**config.mk**
```make
export PLATFORM = sky130hd
export DESIGN_NAME = waypoint_horizon_planner
export DESIGN_NICKNAME = d
export VERILOG_FILES = /design/src/sv/wph_pkg.sv /design/src/sv/wph_cfg.sv /design/src/sv/wph_isqrt.sv /design/src/sv/waypoint_horizon_planner.sv
export SDC_FILE = /design/constraint.sdc
export NUM_CORES = 2
export LEC_CHECK = 0
export ABC_CLOCK_PERIOD_IN_PS = 13200
export BUFFER_PORTS_ARGS = -buffer_cell sky130_fd_sc_hd__buf_4
export CAP_MARGIN = 5
export CELL_PAD_IN_SITES_DETAIL_PLACEMENT = 0
export CELL_PAD_IN_SITES_GLOBAL_PLACEMENT = 1
export CORE_ASPECT_RATIO = 2
export CORE_UTILIZATION = 49
export DETAILED_ROUTE_END_ITERATION = 6
export PLACE_DENSITY = 0.9
export SKIP_CTS_REPAIR_TIMING = 1
export SYNTH_ARGS = -nofsm -noshare
export SYNTH_HDL_FRONTEND = slang
export SYNTH_SLANG_ARGS = --single-unit
```
**constraint.sdc**
```tcl
create_clock -name clk -period 13.2 [get_ports clk]
set_input_delay 1.32 -clock clk [delete_from_list [all_inputs] [get_ports clk]]
set_output_delay 1.32 -clock clk [all_outputs]
set_load 0.01 [all_outputs]
```
**src/sv/wph_pkg.sv**
```systemverilog
// ----------------------------------------------------------------------------
// wph_pkg: shared types and codes of the waypoint horizon planner
// Result codes, header decision codes, widths and the configuration struct.
// ----------------------------------------------------------------------------
`default_nettype none
package wph_pkg;

  // Widths of the arithmetic datapath.
  localparam int unsigned POS_W  = 24;
  localparam int unsigned YAW_W  = 20;
  localparam int unsigned MUL_W  = 26;
  localparam int unsigned PROD_W = 52;
  localparam int unsigned SQ_W   = 50;
  localparam int unsigned ROOT_W = 25;
  localparam int unsigned LEN_W  = 32;

  // Result status codes.
  localparam logic [2:0] ST_READY    = 3'd0;
  localparam logic [2:0] ST_DEGRADED = 3'd1;
  localparam logic [2:0] ST_NOPLAN   = 3'd2;
  localparam logic [2:0] ST_UNSAFE   = 3'd3;
  localparam logic [2:0] ST_STALE    = 3'd4;

  // Result reason codes.
  localparam logic [2:0] RS_NOPLAN     = 3'd0;
  localparam logic [2:0] RS_BLOCKED    = 3'd1;
  localparam logic [2:0] RS_STALE_BLND = 3'd2;
  localparam logic [2:0] RS_STALE_NONE = 3'd3;
  localparam logic [2:0] RS_INFEASIBLE = 3'd4;
  localparam logic [2:0] RS_DEGRADED   = 3'd5;
  localparam logic [2:0] RS_READY      = 3'd6;

  // Decision taken at the header beat.
  localparam logic [2:0] DEC_NOPLAN     = 3'd0;
  localparam logic [2:0] DEC_BLOCKED    = 3'd1;
  localparam logic [2:0] DEC_STALE_BLND = 3'd2;
  localparam logic [2:0] DEC_STALE_NONE = 3'd3;
  localparam logic [2:0] DEC_ROUTE      = 3'd7;

  // Configuration register indexes.
  localparam logic [1:0] REG_HORIZON = 2'd0;
  localparam logic [1:0] REG_MAXSTEP = 2'd1;
  localparam logic [1:0] REG_TIMEOUT = 2'd2;
  localparam logic [1:0] REG_GAIN    = 2'd3;

  localparam logic [16:0] GAIN_ONE = 17'h10000;
  localparam int unsigned BLEND_RND = 32768;

  typedef struct packed {
    logic [23:0] horizon_dist;
    logic [23:0] max_step_dist;
    logic [31:0] stale_timeout_ms;
    logic [16:0] blend_gain;
  } cfg_t;

endpackage
`default_nettype wire

```
**src/sv/wph_cfg.sv**
```systemverilog
// ----------------------------------------------------------------------------
// wph_cfg: configuration register file
// APB-style register bank holding horizon, step limit, timeout and gain.
// ----------------------------------------------------------------------------
`default_nettype none
module wph_cfg
  import wph_pkg::*;
(
  input  wire logic        clk,
  input  wire logic        rst_n,
  input  wire logic        psel,
  input  wire logic        penable,
  input  wire logic        pwrite,
  input  wire logic [3:0]  paddr,
  input  wire logic [31:0] pwdata,
  output logic [31:0]      prdata,
  output logic             pready,
  output cfg_t             cfg
);

  cfg_t cfg_r;
  logic wr_en;

  assign pready = 1'b1;
  assign wr_en  = psel && penable && pwrite;
  assign cfg    = cfg_r;

  // Register writes on the access beat.
  always_ff @(posedge clk) begin
    if (!rst_n) begin
      cfg_r.horizon_dist     <= 24'd65536;
      cfg_r.max_step_dist    <= 24'd32768;
      cfg_r.stale_timeout_ms <= 32'd500;
      cfg_r.blend_gain       <= 17'd32768;
    end else if (wr_en) begin
      unique case (paddr[3:2])
        REG_HORIZON: cfg_r.horizon_dist     <= pwdata[23:0];
        REG_MAXSTEP: cfg_r.max_step_dist    <= pwdata[23:0];
        REG_TIMEOUT: cfg_r.stale_timeout_ms <= pwdata;
        REG_GAIN:    cfg_r.blend_gain       <= pwdata[16:0];
        default: ;
      endcase
    end
  end

  // Read data decode.
  always_comb begin
    unique case (paddr[3:2])
      REG_HORIZON: prdata = {8'd0, cfg_r.horizon_dist};
      REG_MAXSTEP: prdata = {8'd0, cfg_r.max_step_dist};
      REG_TIMEOUT: prdata = cfg_r.stale_timeout_ms;
      REG_GAIN:    prdata = {15'd0, cfg_r.blend_gain};
      default:     prdata = 32'd0;
    endcase
  end

endmodule
`default_nettype wire

```
**src/sv/wph_isqrt.sv**
```systemverilog
// ----------------------------------------------------------------------------
// wph_isqrt: iterative floor square root
// Restoring square root, one result bit per cycle.
// ----------------------------------------------------------------------------
`default_nettype none
module wph_isqrt
  import wph_pkg::*;
(
  input  wire logic              clk,
  input  wire logic              rst_n,
  input  wire logic              start,
  input  wire logic [SQ_W-1:0]   radicand,
  output logic                   done,
  output logic [ROOT_W-1:0]      root
);

  logic [SQ_W-1:0] v_r, r_r, bit_r;
  logic [SQ_W-1:0] trial;
  logic            busy_r, done_r;

  assign trial = r_r + bit_r;
  assign done  = done_r;
  assign root  = r_r[ROOT_W-1:0];

  // One digit per cycle; the bit walks down two places each step.
  always_ff @(posedge clk) begin
    if (!rst_n) begin
      busy_r <= 1'b0;
      done_r <= 1'b0;
    end else begin
      done_r <= 1'b0;
      if (start) begin
        busy_r <= 1'b1;
        v_r    <= radicand;
        r_r    <= '0;
        bit_r  <= SQ_W'(1) << (SQ_W - 2);
      end else if (busy_r) begin
        if (v_r >= trial) begin
          v_r <= v_r - trial;
          r_r <= (r_r >> 1) + bit_r;
        end else begin
          r_r <= r_r >> 1;
        end
        bit_r <= bit_r >> 2;
        if (bit_r[0]) begin
          busy_r <= 1'b0;
          done_r <= 1'b1;
        end
      end
    end
  end

endmodule
`default_nettype wire

```
**src/sv/waypoint_horizon_planner.sv**
```systemverilog
// ----------------------------------------------------------------------------
// waypoint_horizon_planner: picks the execution target of a waypoint route
// Headers open a plan, waypoints are measured step by step from the origin,
// one result per plan gives the target, status and reason.
// ----------------------------------------------------------------------------
//  channel  | direction | handshake              | payload
//  in_      | input     | in_valid / in_ready    | header or waypoint beat
//  out_     | output    | out_valid / out_ready  | target, status, reason
//  cfg      | input     | psel/penable/pready    | four registers, 32-bit bus
//
//  A measured waypoint makes two passes through the shared multiplier, one
//  add and then the 25 steps of the square-root unit and its done flag.
//  A stale header with a saved target runs the blend; the last beat of a
//  plan then loads the result in the finish state. in_ready is low while a
//  beat is in work, and loading a result waits while the previous one is
//  still held in the output register.
//  Reset is synchronous and clears all plan and saved state; there is no
//  clearing pass.
// ----------------------------------------------------------------------------
`default_nettype none
module waypoint_horizon_planner
  import wph_pkg::*;
#(
  parameter int unsigned MAX_WAYPOINTS = 64
) (
  input  wire logic               clk,
  input  wire logic               rst_n,
  input  wire logic               in_valid,
  output logic                    in_ready,
  input  wire logic               in_kind,
  input  wire logic               in_plan_present,
  input  wire logic               in_blocked,
  input  wire logic [2:0]         in_plan_status,
  input  wire logic [47:0]        in_now_ms,
  input  wire logic [47:0]        in_source_time_ms,
  input  wire logic               in_route_empty,
  input  wire logic signed [23:0] in_pos_x,
  input  wire logic signed [23:0] in_pos_y,
  input  wire logic signed [19:0] in_heading,
  input  wire logic               in_last_point,
  output logic                    out_valid,
  input  wire logic               out_ready,
  output logic                    out_cmd_present,
  output logic signed [23:0]      out_target_x,
  output logic signed [23:0]      out_target_y,
  output logic signed [19:0]      out_target_yaw,
  output logic [2:0]              out_status,
  output logic [2:0]              out_reason,
  output logic                    out_fallback_on,
  input  wire logic               psel,
  input  wire logic               penable,
  input  wire logic               pwrite,
  input  wire logic [3:0]         paddr,
  input  wire logic [31:0]        pwdata,
  output logic [31:0]             prdata,
  output logic                    pready
);

  localparam int unsigned CNT_W = $clog2(MAX_WAYPOINTS + 1);

  typedef enum logic [3:0] {
    S_IDLE, S_BL_X, S_BL_Y, S_BL_W, S_BL_E,
    S_SQ_X, S_SQ_Y, S_SQ_S, S_ROOT, S_FINISH
  } state_t;

  cfg_t cfg;
  state_t state_r, state_nxt;

  logic signed [23:0] pos_x_r, pos_y_r, saved_x_r, saved_y_r, prev_x_r, prev_y_r;
  logic signed [23:0] chosen_x_r, chosen_y_r;
  logic signed [19:0] hdg_r, saved_yaw_r, chosen_yaw_r;
  logic               saved_valid_r, plan_open_r, chosen_done_r, step_fault_r, last_r;
  logic [2:0]         dec_r, hstat_r;
  logic [LEN_W-1:0]   route_len_r;
  logic [CNT_W-1:0]   wp_cnt_r;
  logic [SQ_W-1:0]    sq_r;

  logic signed [MUL_W-1:0]  mul_a, mul_b;
  logic signed [PROD_W-1:0] mul_r;
  logic signed [PROD_W-1:0] blend_p;
  logic signed [MUL_W-1:0]  blend_add;
  logic [16:0]              gain;

  logic        accept, stale, sq_start, root_done;
  logic [ROOT_W-1:0] root;
  logic [LEN_W:0]    len_sum;
  logic [LEN_W-1:0]  len_sat;
  logic              measure;

  wph_cfg u_cfg (
    .clk, .rst_n, .psel, .penable, .pwrite, .paddr, .pwdata, .prdata, .pready, .cfg
  );

  wph_isqrt u_isqrt (
    .clk, .rst_n, .start(sq_start), .radicand(sq_r + mul_r[SQ_W-1:0]),
    .done(root_done), .root
  );

  assign in_ready = (state_r == S_IDLE);
  assign accept   = in_valid && in_ready;
  assign stale    = {1'b0, in_now_ms} > ({1'b0, in_source_time_ms} + 49'(cfg.stale_timeout_ms));
  assign gain     = (cfg.blend_gain > GAIN_ONE) ? GAIN_ONE : cfg.blend_gain;
  assign sq_start = (state_r == S_SQ_S);
  assign measure  = (dec_r == DEC_ROUTE) && (wp_cnt_r < CNT_W'(MAX_WAYPOINTS));
  assign len_sum  = {1'b0, route_len_r} + (LEN_W + 1)'(root);
  assign len_sat  = len_sum[LEN_W] ? {LEN_W{1'b1}} : len_sum[LEN_W-1:0];

  // Rounded blend step from the registered product: floor((p + 2^15) / 2^16).
  assign blend_p   = mul_r + PROD_W'(BLEND_RND);
  assign blend_add = MUL_W'(blend_p >>> 16);

  // Operand select of the shared multiplier.
  always_comb begin
    mul_a = '0;
    mul_b = '0;
    case (state_r)
      S_BL_X: begin
        mul_a = MUL_W'(pos_x_r) - MUL_W'(saved_x_r);
        mul_b = MUL_W'({1'b0, gain});
      end
      S_BL_Y: begin
        mul_a = MUL_W'(pos_y_r) - MUL_W'(saved_y_r);
        mul_b = MUL_W'({1'b0, gain});
      end
      S_BL_W: begin
        mul_a = MUL_W'(hdg_r) - MUL_W'(saved_yaw_r);
        mul_b = MUL_W'({1'b0, gain});
      end
      S_SQ_X: begin
        mul_a = MUL_W'(pos_x_r) - MUL_W'(prev_x_r);
        mul_b = mul_a;
      end
      S_SQ_Y: begin
        mul_a = MUL_W'(pos_y_r) - MUL_W'(prev_y_r);
        mul_b = mul_a;
      end
      default: ;
    endcase
  end

  // Next state.
  always_comb begin
    state_nxt = state_r;
    unique case (state_r)
      S_IDLE: begin
        if (accept) begin
          if (!in_kind) begin
            if (in_plan_present && !in_blocked && stale && saved_valid_r) state_nxt = S_BL_X;
            else if (in_route_empty) state_nxt = S_FINISH;
          end else if (plan_open_r) begin
            if (measure) state_nxt = S_SQ_X;
            else if (in_last_point) state_nxt = S_FINISH;
          end
        end
      end
      S_BL_X:   state_nxt = S_BL_Y;
      S_BL_Y:   state_nxt = S_BL_W;
      S_BL_W:   state_nxt = S_BL_E;
      S_BL_E:   state_nxt = last_r ? S_FINISH : S_IDLE;
      S_SQ_X:   state_nxt = S_SQ_Y;
      S_SQ_Y:   state_nxt = S_SQ_S;
      S_SQ_S:   state_nxt = S_ROOT;
      S_ROOT:   if (root_done) state_nxt = last_r ? S_FINISH : S_IDLE;
      S_FINISH: if (!out_valid || out_ready) state_nxt = S_IDLE;
      default:  state_nxt = S_IDLE;
    endcase
  end

  // Shared multiplier with its output register.
  always_ff @(posedge clk) begin
    mul_r <= mul_a * mul_b;
  end

  // State, plan state and the output register.
  always_ff @(posedge clk) begin
    if (!rst_n) begin
      state_r       <= S_IDLE;
      saved_x_r     <= '0;
      saved_y_r     <= '0;
      saved_yaw_r   <= '0;
      saved_valid_r <= 1'b0;
      plan_open_r   <= 1'b0;
      dec_r         <= DEC_NOPLAN;
      hstat_r       <= '0;
      prev_x_r      <= '0;
      prev_y_r      <= '0;
      route_len_r   <= '0;
      chosen_x_r    <= '0;
      chosen_y_r    <= '0;
      chosen_yaw_r  <= '0;
      chosen_done_r <= 1'b0;
      step_fault_r  <= 1'b0;
      wp_cnt_r      <= '0;
      out_valid     <= 1'b0;
    end else begin
      state_r <= state_nxt;
      if (out_valid && out_ready && state_r != S_FINISH) out_valid <= 1'b0;
      unique case (state_r)
        S_IDLE: begin
          if (accept) begin
            pos_x_r <= in_pos_x;
            pos_y_r <= in_pos_y;
            hdg_r   <= in_heading;
            last_r  <= in_kind ? in_last_point : in_route_empty;
            if (!in_kind) begin
              // Header beat opens a fresh plan.
              plan_open_r   <= 1'b1;
              hstat_r       <= in_plan_status;
              prev_x_r      <= '0;
              prev_y_r      <= '0;
              route_len_r   <= '0;
              chosen_x_r    <= '0;
              chosen_y_r    <= '0;
              chosen_yaw_r  <= '0;
              chosen_done_r <= 1'b0;
              step_fault_r  <= 1'b0;
              wp_cnt_r      <= '0;
              if (!in_plan_present) dec_r <= DEC_NOPLAN;
              else if (in_blocked) dec_r <= DEC_BLOCKED;
              else if (stale) dec_r <= saved_valid_r ? DEC_STALE_BLND : DEC_STALE_NONE;
              else dec_r <= DEC_ROUTE;
            end
          end
        end
        S_BL_Y: chosen_x_r   <= POS_W'(MUL_W'(saved_x_r) + blend_add);
        S_BL_W: chosen_y_r   <= POS_W'(MUL_W'(saved_y_r) + blend_add);
        S_BL_E: chosen_yaw_r <= YAW_W'(MUL_W'(saved_yaw_r) + blend_add);
        S_SQ_Y: sq_r <= mul_r[SQ_W-1:0];
        S_SQ_S: sq_r <= sq_r + mul_r[SQ_W-1:0];
        S_ROOT: begin
          // Step length is in; accumulate, test the step limit and the horizon.
          if (root_done) begin
            if (root > ROOT_W'(cfg.max_step_dist)) step_fault_r <= 1'b1;
            route_len_r <= len_sat;
            prev_x_r    <= pos_x_r;
            prev_y_r    <= pos_y_r;
            wp_cnt_r    <= wp_cnt_r + CNT_W'(1);
            if (!chosen_done_r) begin
              chosen_x_r   <= pos_x_r;
              chosen_y_r   <= pos_y_r;
              chosen_yaw_r <= hdg_r;
              if (len_sat >= LEN_W'(cfg.horizon_dist)) chosen_done_r <= 1'b1;
            end
          end
        end
        S_FINISH: begin
          // Result beat of the plan, loaded once the output register is free.
          if (!out_valid || out_ready) begin
            plan_open_r         <= 1'b0;
            out_valid           <= 1'b1;
            out_cmd_present     <= 1'b0;
            out_target_x        <= '0;
            out_target_y        <= '0;
            out_target_yaw      <= '0;
            out_fallback_on     <= 1'b0;
            unique case (dec_r)
              DEC_NOPLAN: begin
                out_status <= (hstat_r == ST_UNSAFE) ? ST_UNSAFE : ST_NOPLAN;
                out_reason <= RS_NOPLAN;
              end
              DEC_BLOCKED: begin
                out_status <= ST_UNSAFE;
                out_reason <= RS_BLOCKED;
              end
              DEC_STALE_BLND: begin
                out_cmd_present     <= 1'b1;
                out_target_x        <= chosen_x_r;
                out_target_y        <= chosen_y_r;
                out_target_yaw      <= chosen_yaw_r;
                out_status          <= ST_STALE;
                out_reason          <= RS_STALE_BLND;
                out_fallback_on     <= 1'b1;
              end
              DEC_STALE_NONE: begin
                out_status          <= ST_STALE;
                out_reason          <= RS_STALE_NONE;
                out_fallback_on     <= 1'b1;
              end
              default: begin
                if (step_fault_r || wp_cnt_r == '0) begin
                  out_status <= ST_UNSAFE;
                  out_reason <= RS_INFEASIBLE;
                end else begin
                  saved_x_r       <= chosen_x_r;
                  saved_y_r       <= chosen_y_r;
                  saved_yaw_r     <= chosen_yaw_r;
                  saved_valid_r   <= 1'b1;
                  out_cmd_present <= 1'b1;
                  out_target_x    <= chosen_x_r;
                  out_target_y    <= chosen_y_r;
                  out_target_yaw  <= chosen_yaw_r;
                  out_status <= (hstat_r == ST_DEGRADED) ? ST_DEGRADED : ST_READY;
                  out_reason <= (hstat_r == ST_DEGRADED) ? RS_DEGRADED : RS_READY;
                end
              end
            endcase
          end
        end
        default: ;
      endcase
    end
  end

endmodule
`default_nettype wire

```
======== After elaboration in Yosys (flattened, before gate mapping) ========
Cells that the tools add are included.
W data, S select, Z words.
word-level totals
  flip-flop bits (word level) ............. 707
  input bits .............................. 215
  output and inout port bits .............. 111
  logic and storage cells ................. 233
operators by class
  $add $sub $neg .......................... 16
  $mul .................................... 1
  order comparisons ....................... 6
  eq/ne operators ......................... 28
  mux-type cells .......................... 89
  bitwise operators ....................... 5
  reductions and logical operators ........ 48
operators with widths
  kind                      count
  $mux W50                  5
  $mux W24                  10
  $pmux W24 S2              4
  $pmux W24 S3              2
  $pmux W26 S5              1
  $mux W32                  4
  $pmux W32 S4              1
  $mux W20                  5
  $pmux W50 S2              1
  $sub A24 B24 Y25          4
  $pmux W26 S3              1
  $pmux W32 S2              1
  $pmux W20 S3              1
  $add A49 B49 Y50          1
  $add A50 B49 Y50          1
  $add A50 B50 Y50          1
  $ge A50 B50 Y1            1
  $mul A26 B26 Y50          1
  $sub A50 B50 Y50          1
  $add A48 B32 Y49          1
  $gt A48 B49 Y1            1
  $mux W49                  1
  $add A24 B24 Y24          2
  $add A40 B16 Y40 const B  1
  other kinds (53)          141

======== Logic depth before layout (Yosys ltp) ========
  depth in word-level cells ............... 8
  mapped depth ............................ 44
  depth with buffers taken out ............ 42

======== By module ========
A second synthesis with hierarchy kept.
unflattened totals
  cells, all modules ...................... 8,414
  area, all modules ....................... 73,670.7 sq um
by module, submodules not included
  module                    instances  cells an instance  area each (sq um)  sequential area each (sq um)
  waypoint_horizon_planner  1          6,711              57,900.5           11,591.1
  wph_isqrt                 1          1,280              11,452.2           3,793.6
  wph_cfg                   1          423                4,317.9            1,941.9

======== Least setup slack after synthesis ========
OpenSTA, ideal clock, no wires.
  kind .................................... reg-to-reg
  from .................................... register pos_x_r[2]
  to ...................................... register mul_r[49]
  library setup time ...................... 0.124 ns
  arrival ................................. 9.341 ns
  data required time ...................... 13.076 ns
  slack ................................... 3.734 ns
  stages on the path, launching flop included .. 39
  path buffers ............................ 2
  clock period less this slack ............ 9.466 ns
  path through ............................ edfxtp_1 -> ha_1 -> nor2b_1 -> o21a_1 -> a311oi_1 -> o31a_1 -> o21ai_1 -> o31ai_1 -> nand3b_1 -> a21oi_1 -> nor2b_1 -> o311a_1 -> buf_2 -> and4_1 -> o21ai_2 -> buf_2 -> nand2_1 -> fa_1 -> [... 3 more ...] -> fa_1 -> inv_1 -> fa_1 -> fa_1 -> inv_1 -> fa_1 -> fa_1 -> inv_1 -> ha_1 -> a21o_1 -> a21o_1 -> a21oi_1 -> o21bai_1 -> a21o_1 -> a21oi_2 -> o21ai_1 -> xnor2_1 -> xnor2_1
on the way
  cells in the longest elaborated chain, start to end .. 3
  elaborated cells between the ends (all ways) .. 5
RTL lines
  item                                          line                                                              RTL
  start, declared                               waypoint_horizon_planner.sv:69                                    logic signed [23:0] pos_x_r, pos_y_r, saved_x_r, saved_y_r, prev_x_r, prev_y_r;
  start signal, assigned                        waypoint_horizon_planner.sv:201                                   pos_x_r <= in_pos_x;
  $sub A24 B24 Y25 (on tied branches)           waypoint_horizon_planner.sv:130, waypoint_horizon_planner.sv:118
  $pmux W26 S5 or $pmux W26 S3 (tied branches)  waypoint_horizon_planner.sv:116                                   case (state_r)
  $mul A26 B26 Y50 *                            waypoint_horizon_planner.sv:171                                   mul_r <= mul_a * mul_b;
  end signal, assigned                          waypoint_horizon_planner.sv:171
  end, declared                                 waypoint_horizon_planner.sv:79                                    logic signed [PROD_W-1:0] mul_r;
Mark *: on every way between the ends. The rest lies on a longest branch, timed or not.
A chain may end at the register's enable or synchronous reset.

======== Final worst setup path ========
  from .................................... register pos_x_r[0]
  to ...................................... register mul_r[49]
The elaborated chain is that of the path after synthesis.

==> impl_metrics.toml <==
[outcome]
status = "complete, but fails checks"
violations = "DRC"

[synthesis]
synth_area_leader_cell = "fa_1"
synth_nets = 9757
ys_warn_count = 0
yosys-top-cells-count = "1,161 x nand2_1, 1,004 x inv_1, 690 x fa_1, 666 x nor2_1, 631 x ha_1"
netlist_area_um2 = 71700
syn_avg_cell_area_um2 = 8.72
synth-edff-count = 319
syn_inst = 8221
ys.flop_type = "dfxtp_1"
ys_seq_elements = 706
yosysSeqAreaShare = 0.242
synthTopCellsByArea = "fa_1 19%, edfxtp_1 13%, ha_1 11%, dfxtp_1 11%, nand2_1 6.1%"
netlist.area_leader.share = 0.193
synth_cell_type_count = 106
synthArstFlopShare = 0
synth.most_common_cell = "nand2_1"

[timing]
max_slew.worst_pin.slew_ns = 1.31
grt_setup_unrepaired = "no"
max_freq_ghz = 0.0877
slew_headroom = 0.123
finalCritPeriodShare = 0.864
fin_ws_ns = 1.80
fin_skew_ns = 0.0398
drv_slew = 0
fin_crit_ns = 11.40
setup_viol = 0
hold_violations = 0
tns_ns = 0

[route]
routed.top_layer = "met5"
ant_nets = 0
met3WireLength_um = 20900
route.met2.wl_um = 126000
drt_pre_antenna_iters = 7
vias_per_cell = 5.99
drc_errors = 1
drt_wl_total_um = 263000
drt-met1-wl_um = 83500
drt_iter0_drc = 5024
post_drt_wl_per_cell_um = 25.2
dr_total_vias = 62400

[worst_setup_path]
cp_slowest_cell = "fa_1"
crit_type = "reg -> reg"
start_kind = "flip-flop"
max_stage_delay_ns = 0.99
required_ns = 13.72
critPathArrivalTime_ns = 11.92
end_kind = "flip-flop"
crit_path_frequent_cell = "fa_1"
critical_path_peak_fanout = 7

[placement]
place_ws_ns = 2.03
hpwl_um = 203000
gp_congestion = 1.01
portBuffers = 322

[finish]
layout-drive-gt1-share = 0.0867
nNetsFinal = 9984
syn_to_final_growth_pct = 10.4

[cts]
cts_sinks = 706
clockBufferDepth = 3
cts_htree_levels = 3
cts_made_buffers = 73
root_buffer = "clkbuf_16"
cts_tree = "built"
clk_pin_slew_ns = 0.07
clock_latency_ns = 0.69

[power_and_ir_drop]
leakagePower_uw = 0.0351
ir_worst_vdd_uv = 139
power_density_nw_per_um2 = 97.9

[floorplanning]
core_um2 = 145000
die_w_um = 272
die_y_um = 543
die_area_um2 = 148000
floorplan.initialDensity = 0.493
rows = 198
io_pins = 326

[global_route]
grt_usage = 0.357
grt_max_degree = 107
overflow = 0
grt_pass1_wl_um = 390000
grt_pass1_vias = 63500
antenna_found_initial = 28

[min_path]
min_path_type = "reg -> reg"

[job]
maxCapViolCount = 0
## layer usage
metal / track usage / vias to the layer above
li1: - / 28000
met1: 0.350 / 30300
met2: 0.599 / 2843
met3: 0.0814 / 1206
met4: 0.369 / 14
met5: 0 / -
## sequential cells by signal (all words and copies together), names as in the netlist, 24 cells and up
register / cells
chosen_x_r: 24
route_len_r: 32
pos_x_r: 24
saved_y_r: 24
u_isqrt.r_r: 50
mul_r: 50
pos_y_r: 24
u_isqrt.v_r: 50
prev_x_r: 24
out_target_x: 24
out_target_y: 24
u_cfg.cfg: 97
prev_y_r: 24
sq_r: 50
saved_x_r: 24
u_isqrt.bit_r: 25
chosen_y_r: 24
## placed cells by master (no fill, tap or decap), types with 17 or more instances in the layout
master / netlist / layout
a211oi_1: 67 / 65
a21o_1: 205 / 205
a21oi_1: 571 / 564
a221oi_1: 26 / 26
a22oi_1: 42 / 42
a31o_2: 20 / 20
a31oi_1: 61 / 61
and2_1: 77 / 78
and3_1: 50 / 49
buf_4: 6 / 458
clkbuf_16: 0 / 78
dfxtp_1: 387 / 387
edfxtp_1: 319 / 319
fa_1: 690 / 690
ha_1: 631 / 631
inv_1: 1004 / 1002
mux4_2: 17 / 17
nand2_1: 1161 / 1159
nand2b_1: 98 / 97
nand3_1: 150 / 149
nand4_1: 47 / 47
nor2_1: 666 / 657
nor2b_1: 172 / 172
nor3_1: 84 / 80
o211ai_1: 28 / 28
o21a_1: 74 / 74
o21ai_0: 304 / 304
o21ai_1: 42 / 40
o21bai_1: 63 / 63
o22ai_1: 18 / 17
o31ai_1: 24 / 24
or3_1: 46 / 46
xnor2_1: 272 / 264
xor2_1: 186 / 185
## critical path: cells and delay by family, from the launching register on
family                   cells  cell delay (ns)
AO/OA/AOI/OAI               17             3.47
buffers and inverters        7             0.92
adder cells (fa/ha/maj)     10             5.49
flip-flops                   1             0.40
AND/OR/NAND/NOR              3             0.65
XOR/XNOR                     2             0.28
## logic make-up (layout without fill, tap and decap cells)
logic type	Yosys count	count (layout)	share of synthesized area
adders and majority gates	1321	1321	0.303
buffers and inverters	1313	1600	0.0701
xor gates and xnor gates	458	458	0.0560
AOI/OAI and AO/OA	1744	1744	0.157
DFF	706	706	0.242
muxes	32	32	0.00745
and+or+nand+nor	2646	2646	0.165
other	1	15	0.0000523
## power by group
part	switching (uW)	leakage (uW)	internal, uW	total (uW)
clock	1010	0.00124	1260	2260
sequential	237	0.00613	2480	2720
combinational	1900	0.0277	870	2770
total	3140	0.0351	4610	7740
## per-stage QoR
| stage | instances | hold slack, ns | util | total power, uW | area, um^2 |
|---|---|---|---|---|---|
| after detailed placement | 10300 | 0.447 | 0.526 | 5400 | 76500 |
| final | 10400 | 0.449 | 0.544 | 7740 | 79100 |
| after CTS | 10400 | 0.455 | 0.544 | 7650 | 79100 |
| after global placement | 10300 | 0.443 | 0.526 | 5340 | 76500 |
| after floorplan | 8221 | 0.432 | - | 4270 | 71700 |
| after global routing | 10400 | 0.475 | 0.544 | 8000 | 79100 |
## path summary, 6_finish.rpt
path	start	end	slack, ns	depth (start not counted)
min	chosen_yaw_r[5]	saved_yaw_r[5]	0.45	2
min reg2reg	chosen_yaw_r[5]	saved_yaw_r[5]	0.45	2
max	pos_x_r[0]	mul_r[49]	1.80	39
max reg2reg	pos_x_r[0]	mul_r[49]	1.80	39
## layout make-up
cell class / instances / area (um^2)
fill: 13300 / 66300
multi-input combinational: 6202 / 49600
sequential: 706 / 17300
inverter: 1007 / 3790
timing repair buffer: 458 / 3440
tap: 1900 / 2380
clock buffer: 103 / 2140
clock inverter: 32 / 395
antenna: 14 / 35.0
(Power assumes the default switching activity.)
